$ cat src/sv/mlp_pkg.sv
// Package for the sigmoid network inference block.
// Holds size constants, command codes, register indexes and the sigmoid table.
// No dependencies.
package mlp_pkg;

  localparam int MAX_LAYERS = 3;
  localparam int MAX_WIDTH  = 16;

  localparam logic [1:0] CMD_WEIGHT = 2'd0;
  localparam logic [1:0] CMD_BIAS   = 2'd1;
  localparam logic [1:0] CMD_ELEM   = 2'd2;

  localparam logic [2:0] REG_LAYERS = 3'd0;
  localparam logic [2:0] REG_WIDTH0 = 3'd1;
  localparam logic [2:0] REG_WIDTH3 = 3'd4;

  localparam int ACT_W = 13;
  localparam int VAL_W = 16;
  localparam int ACC_W = 48;

  // Restoring division, only evaluated while the table is elaborated.
  function automatic logic [63:0] udiv64(input logic [63:0] num, input logic [63:0] dvs);
    logic [63:0] quo;
    logic [63:0] rem;
    quo = '0;
    rem = '0;
    for (int i = 63; i >= 0; i--) begin
      rem = {rem[62:0], num[i]};
      if (rem >= dvs) begin
        rem = rem - dvs;
        quo[i] = 1'b1;
      end
    end
    return quo;
  endfunction

  // Sigmoid samples at x = (k-128)/16 in Q0.12, computed at elaboration
  // with the same integer recurrence used to define the table.
  function automatic logic [ACT_W-1:0] sig_entry(input logic [7:0] k);
    logic [63:0] p;
    logic [63:0] den;
    logic [63:0] res;
    int n;
    int target;
    p = 64'd1 << 30;
    target = (k >= 8'd128) ? (int'(k) - 128) : (128 - int'(k));
    for (n = 1; n <= 128; n++) begin
      if (n <= target) p = (p * 64'd1008687096 + (64'd1 << 29)) >> 30;
    end
    den = (64'd1 << 30) + p;
    if (k >= 8'd128) res = udiv64((64'd1 << 42) + (den >> 1), den);
    else res = udiv64((64'd4096 * p) + (den >> 1), den);
    return res[ACT_W-1:0];
  endfunction

endpackage

$ cat src/sv/mlp_sig_rom.sv
// Registered sigmoid lookup table, 256 entries of 13 bits.
// Depends on mlp_pkg for the table function.
module mlp_sig_rom (
  input  logic        clk,
  input  logic [7:0]  addr,
  output logic [12:0] data
);
  logic [12:0] rom [256];

  for (genvar g = 0; g < 256; g++) begin : g_rom
    localparam logic [12:0] ENTRY = mlp_pkg::sig_entry(8'(g));
    assign rom[g] = ENTRY;
  end

  always_ff @(posedge clk) begin
    data <= rom[addr];
  end
endmodule

$ cat config.mk
export PLATFORM = sky130hd
export DESIGN_NAME = mlp_sig_rom
export DESIGN_NICKNAME = d
export VERILOG_FILES = /design/src/sv/mlp_pkg.sv /design/src/sv/mlp_sig_rom.sv
export SDC_FILE = /design/constraint.sdc
export NUM_CORES = 1
export LEC_CHECK = 0
export BUFFER_PORTS_ARGS = -buffer_cell sky130_fd_sc_hd__buf_4
export CAP_MARGIN = 20
export CORE_MARGIN = 4
export CORE_UTILIZATION = 39
export CTS_CLUSTER_SIZE = 8
export DETAILED_ROUTE_END_ITERATION = 10
export GPL_TIMING_DRIVEN = 0
export PLACE_DENSITY = 0.64
export SYNTH_ARGS = -nofsm -noshare
export SYNTH_HDL_FRONTEND = slang
export SYNTH_SLANG_ARGS = --single-unit
export TNS_END_PERCENT = 10
$ cat constraint.sdc
create_clock -name clk -period 3.1 [get_ports clk]
set_input_delay 0.31 -clock clk [delete_from_list [all_inputs] [get_ports clk]]
set_output_delay 0.31 -clock clk [all_outputs]
set_load 0.02 [all_outputs]
==> metrics.txt, run 1 <==
outcome finished, final reports clean; core area 7687 µm²; Max-Cap Viols 0; Longest Clk Path Bufs 2; post-layout power 0.9259 mW; Post-Synthesis Cells 436; chip height a little under 100 µm; initial antenna violation count 0; total grt overflow 0; Async SR Flop Fraction 0; number of global-route vias before repair 3,942; Static Leak 1.278 nW; critical path, cell by cell buf_4 > buf_2 > inv_1 > ha_1 > buf_6 > clkbuf_1 > nor2_1 > o311ai_0 > a211oi_1 > a32oi_1; RSZ-0062 raised after global routing false; syn nets between 400 and 500; Final Hold Fails 0; Worst Hold Class in -> reg; Post-Route WL approximately 17 mm; first-pass GRT wire length about 26 mm; largest reg by FF count data; Final HPWL DP 12.41 mm; pwr/cell area approximately 270 nW/µm²; Worst Path Required about 3.2 ns; Clock transition at path regs 0.05 ns; clock sink total 12; Total Routing Usage GR 0.3546; cts hold-fix bufs 0; Rel. slew slack 0.4485; Post-DRT Antenna Nets 0; starting density of the core 0.3989; antenna diode count 0; pin count of the biggest net entering global routing 12; Yosys reg bits 12; fin util 0.4406; port buffer count 19; site row count 32; period utilization 0.9956; register area share after synthesis 0.07834; Vias/cell 7.679; first-pass iteration count of the detailed router 7; Peak VDD IR 0.00009798 V; Yosys warnings 0; Avg WL per Cell 31.10 µm; full die area 9346 µm²; H-tree level count 1; DRC Markers 0; slowest CP cell o311ai_0; Vias around 4,300; Num CTS Buffers 3; CTS root buffer clkbuf_8; fin. max-slew vios 0; Layout area overhead 10.44%; Worst Path Max Fanout 10; fin crit period between 3 and 4 ns; Post-synth EDFFs 0; RePlAce Congestion 1.101; drt initial violations 898; critical path launch point type input pin; worst hold slack between 0.15 and 0.2 ns; CP Class in -> reg; I/O pin total 22; Worst Tran Pin Value 0.8273 ns; Fmax 324.0 MHz; nets 481; Critical Path AT roughly 3.2 ns; Crit. End Element flop; share of layout cells above drive strength 1 0.1900; die width 96.68 µm; Top delay family on crit path buffers and inverters; design area between 3000 and 4000 µm²; CP bufs+invs 5; CTS tree built; crit-path max cell delay 0.63 ns; Main synth FF type dfxtp_1; Yosys cell types 76; max reg flops 12; syn avg cell area 7.034 µm²; largest registers data (12); Final setup viols 0; Post-DP Area 3337 µm²; mapped cell area around 3000 µm²
## cell families (layout without fill, tap and decap cells)
kind of cell / Yosys count / in the layout / share of synthesized area
flops: 12 / 12 / 0.07834
compound gates: 181 / 181 / 0.4251
xor+xnor: 1 / 1 / 0.002856
fa+ha+maj: 12 / 12 / 0.04896
mux: 14 / 14 / 0.06814
other cells: 1 / 1 / 0.001223
buf+inv: 69 / 91 / 0.1265
simple gates: 146 / 146 / 0.2489
## Yosys cell counts, types with 3 or more instances
library cell  count  area, µm²
a32oi_1           3      26.28
and2_1            4      25.02
buf_6             8      90.09
a31oi_1          16      100.1
a211oi_1         13      97.59
o21ai_0          32      160.2
ha_1             12      150.1
mux2i_1           7      70.07
mux4_2            5      112.6
nand3b_1          5      37.54
nand2_1          34      127.6
a221o_1           3      30.03
a311oi_1         12      105.1
o22ai_1           4      25.02
nor2b_1          20      125.1
or3_1             9      56.30
inv_1            10      37.54
a21oi_1          31      155.2
buf_2            22      110.1
nand3_1          10      50.05
nand2b_1         16      100.1
clkbuf_1         13      48.80
and3_1            3      18.77
a2111oi_2         3      45.04
o211ai_1         10      75.07
nor2_1           24      90.09
buf_4            11      82.58
o311ai_0         10      87.58
dfxtp_1          12      240.2
nor3_1            7      35.03
## worst paths after layout
path              cells past startpoint  slack [ns]       end     from
hold / removal                        1        0.18  data[11]  addr[7]
setup / recovery                     10        0.01   data[0]  addr[0]
## power breakdown
part	total (mW)	switching, mW	internal [mW]
sequential	0.179	0.00480	0.174
combinational	0.609	0.402	0.207
clock	0.139	0.0534	0.0853
total	0.926	0.460	0.466
## layer usage
metal	share of wire	wire length, µm	vias to the layer above	global-route usage
met4	0.082	1436	0	0.1847
met5	0	0	-	0
li1	-	-	1714	-
met2	0.40	6911	499	0.5186
met1	0.36	6305	1944	0.4642
met3	0.16	2764	143	0.1118
## cell type report
cell class              count  area, µm²
well taps                 102      127.6
clock buffers               3      41.29
repair buffers             19      142.6
plain buffers              55      335.3
flip-flops and latches     12      240.2
inverters                  14      52.55
multi-input cells         355       2447
fillers                   826       4300
## repair_timing
action / CTS / global route
setup endpoints to repair: 0 / 2
setup buffers: 0 / 0
resized for setup: 0 / 2
hold endpoints to repair: 0 / 0
## through the flow
step	cells	setup TNS [ns]	setup slack (ns)
finish	560	0	0.01351
global placement	557	-0.5164	-0.1619
floorplan	436	0	0.8221
global route	560	0	0.1117
detailed placement	557	-0.1247	-0.04878
CTS	560	0	0.1969
## layout by cell type, fill, tap and decap left out, types with 5 or more instances in the layout
| cell type | Yosys | final |
|---|---|---|
| a311oi_1 | 12 | 11 |
| mux2i_1 | 7 | 7 |
| nand2b_1 | 16 | 16 |
| dfxtp_1 | 12 | 12 |
| nor2_1 | 24 | 24 |
| or3_1 | 9 | 9 |
| nand2_1 | 34 | 34 |
| a31oi_1 | 16 | 16 |
| a21oi_1 | 31 | 31 |
| a211oi_1 | 13 | 13 |
| nor2b_1 | 20 | 19 |
| o21ai_0 | 32 | 32 |
| inv_1 | 10 | 10 |
| ha_1 | 12 | 12 |
| mux4_2 | 5 | 5 |
| buf_4 | 11 | 30 |
| o211ai_1 | 10 | 10 |
| o311ai_0 | 10 | 10 |
| buf_6 | 8 | 8 |
| nor3_1 | 7 | 7 |
| clkbuf_1 | 13 | 13 |
| nand3_1 | 10 | 10 |
| buf_2 | 22 | 22 |
| nand3b_1 | 5 | 5 |
No activity file was read; power rests on OpenSTA's default activity.
==> run 2, diff against run 1 <==
==> constraint.sdc (replaced) <==
create_clock -name clk -period 3.1 [get_ports clk]
set_input_delay 0.465 -clock clk [delete_from_list [all_inputs] [get_ports clk]]
set_output_delay 0.465 -clock clk [all_outputs]
set_load 0.02 [all_outputs]
==> metrics.txt, run 2 (synthesis gave the netlist of run 1 again) <==
outcome finished with violations; failing checks setup timing; Hold Path Depth 1; total grt overflow 0; hold endpoint data[11]; Worst Path Required 3.23 ns; CTS tree built; first-pass iteration count of the detailed router 6; fin crit period 3.172 ns; initial antenna violation count 0; core area 7687 µm²; PnR worst setup slack -0.07239 ns; site row count 32; first-pass GRT wire length 25.67 mm; dpl ws -0.2038 ns; number of global-route vias before repair 3,942; largest reg by FF count data; pin count of the biggest net entering global routing 12; critical path launch point type input pin; Post-Route WL about 17 mm; H-tree level count 1; period utilization 1.023; Vias 4,255; drt initial violations 763; most frequent cells in the layout nand2_1, o21ai_0, a21oi_1, buf_4, nor2_1; Worst Hold Class in -> reg; fin. max-slew vios 0; CTS root buffer clkbuf_8; CP Class in -> reg; Vias/cell between 7 and 8; Rel. slew slack 0.4325; Clock transition at path regs 0.05 ns; worst hold slack 0.3313 ns; Num CTS Buffers 3; Static Leak 1.278 nW; Longest Clk Path Bufs 2; clock sink total 12; die width 96.68 µm; antenna diode count 0; Final setup viols 1; starting density of the core 0.3989; Peak VDD IR 0.00009693 V; Worst Tran Pin Value 0.8512 ns; post-layout power 0.9260 mW; full die area 9346 µm²; Critical Path AT 3.30 ns; Post-CTS Setup Inserts 0; commonest non-fill, non-tap cell in the layout nand2_1; Avg WL per Cell approximately 31 µm; chip height between 90 and 100 µm; Final HPWL DP 12.41 mm; max reg flops 12; pwr/cell area 273.4 nW/µm²; Worst Path Max Fanout 10; share of layout cells above drive strength 1 0.1900; Final Hold Fails 0; RePlAce Congestion 1.101; Crit. End Element flop; Hold Startpoint addr[7]; Fmax 315.2 MHz; port buffer count 19; largest registers data (12); Total Routing Usage GR 0.3546; nets 481; Layout area overhead 10.44%; RSZ-0062 raised after global routing false; DRC Markers 0; Post-DRT Antenna Nets 0; Final TNS setup -0.07239 ns; Max-Cap Viols 0; I/O pin total 22
## run 2: changes by cell type in the layout (fill, tap and decap cells not counted)
cell      delta
clkbuf_1     -1
buf_1        +1
## run 2: power breakdown
| part | total, mW | switching (mW) | internal (mW) |
|---|---|---|---|
| Clock | 0.140 | 0.0549 | 0.0854 |
| Sequential | 0.179 | 0.00483 | 0.174 |
| Combinational | 0.607 | 0.400 | 0.207 |
## run 2: routing by layer
metal / vias to the layer above / wire length [µm] / GRT usage
met1: 1912 / 6344 / 0.4642
met3: 138 / 2690 / 0.1118
met2: 494 / 7028 / 0.5186
met5: - / 0 / 0
li1: 1711 / - / -
met4: 0 / 1374 / 0.1847
## run 2: area by class of cell
| type | instances | area [µm²] |
|---|---|---|
| buffer | 55 | 335.3 |
| timing repair buffer | 19 | 142.6 |
| inverter | 14 | 52.55 |
| multi-input combinational | 355 | 2447 |
| sequential | 12 | 240.2 |
| clock buffer | 3 | 41.29 |
| fill | 826 | 4300 |
| tap | 102 | 127.6 |
## run 2: timing repair
| item | 4_1_cts | 5_1_grt |
|---|---|---|
| endpoints found under the setup margin | 0 | 4 |
| gates resized for setup | 0 | 3 |
| hold buffers | 0 | 0 |
## run 2: per-stage QoR
step	cell area (µm²)	instances	utilization
after floorplan	3067	436	-
after detailed placement	3337	557	0.4341
final	3387	560	0.4406
after CTS	3378	560	0.4395
after global placement	3337	557	0.4341
after global routing	3387	560	0.4406
## run 2: worst max path at each step
stage,depth (start not counted),endpoint,startpoint,slack [ns]
floorplan,9,data[2],addr[0],0.67
global placement,10,data[1],addr[0],-0.32
detailed placement,10,data[4],addr[0],-0.20
CTS,10,data[4],addr[0],0.04
global route,10,data[3],addr[0],0.01
finish,10,data[0],addr[0],-0.07
## run 2: critical path, cell delays in order
cell and delay (ns):
buf_4 0.15, buf_2 0.29, inv_1 0.22, ha_1 0.34
buf_6 0.14, clkbuf_1 0.43, nor2_1 0.20, o311ai_0 0.57
a211oi_1 0.17, a32oi_1 0.30
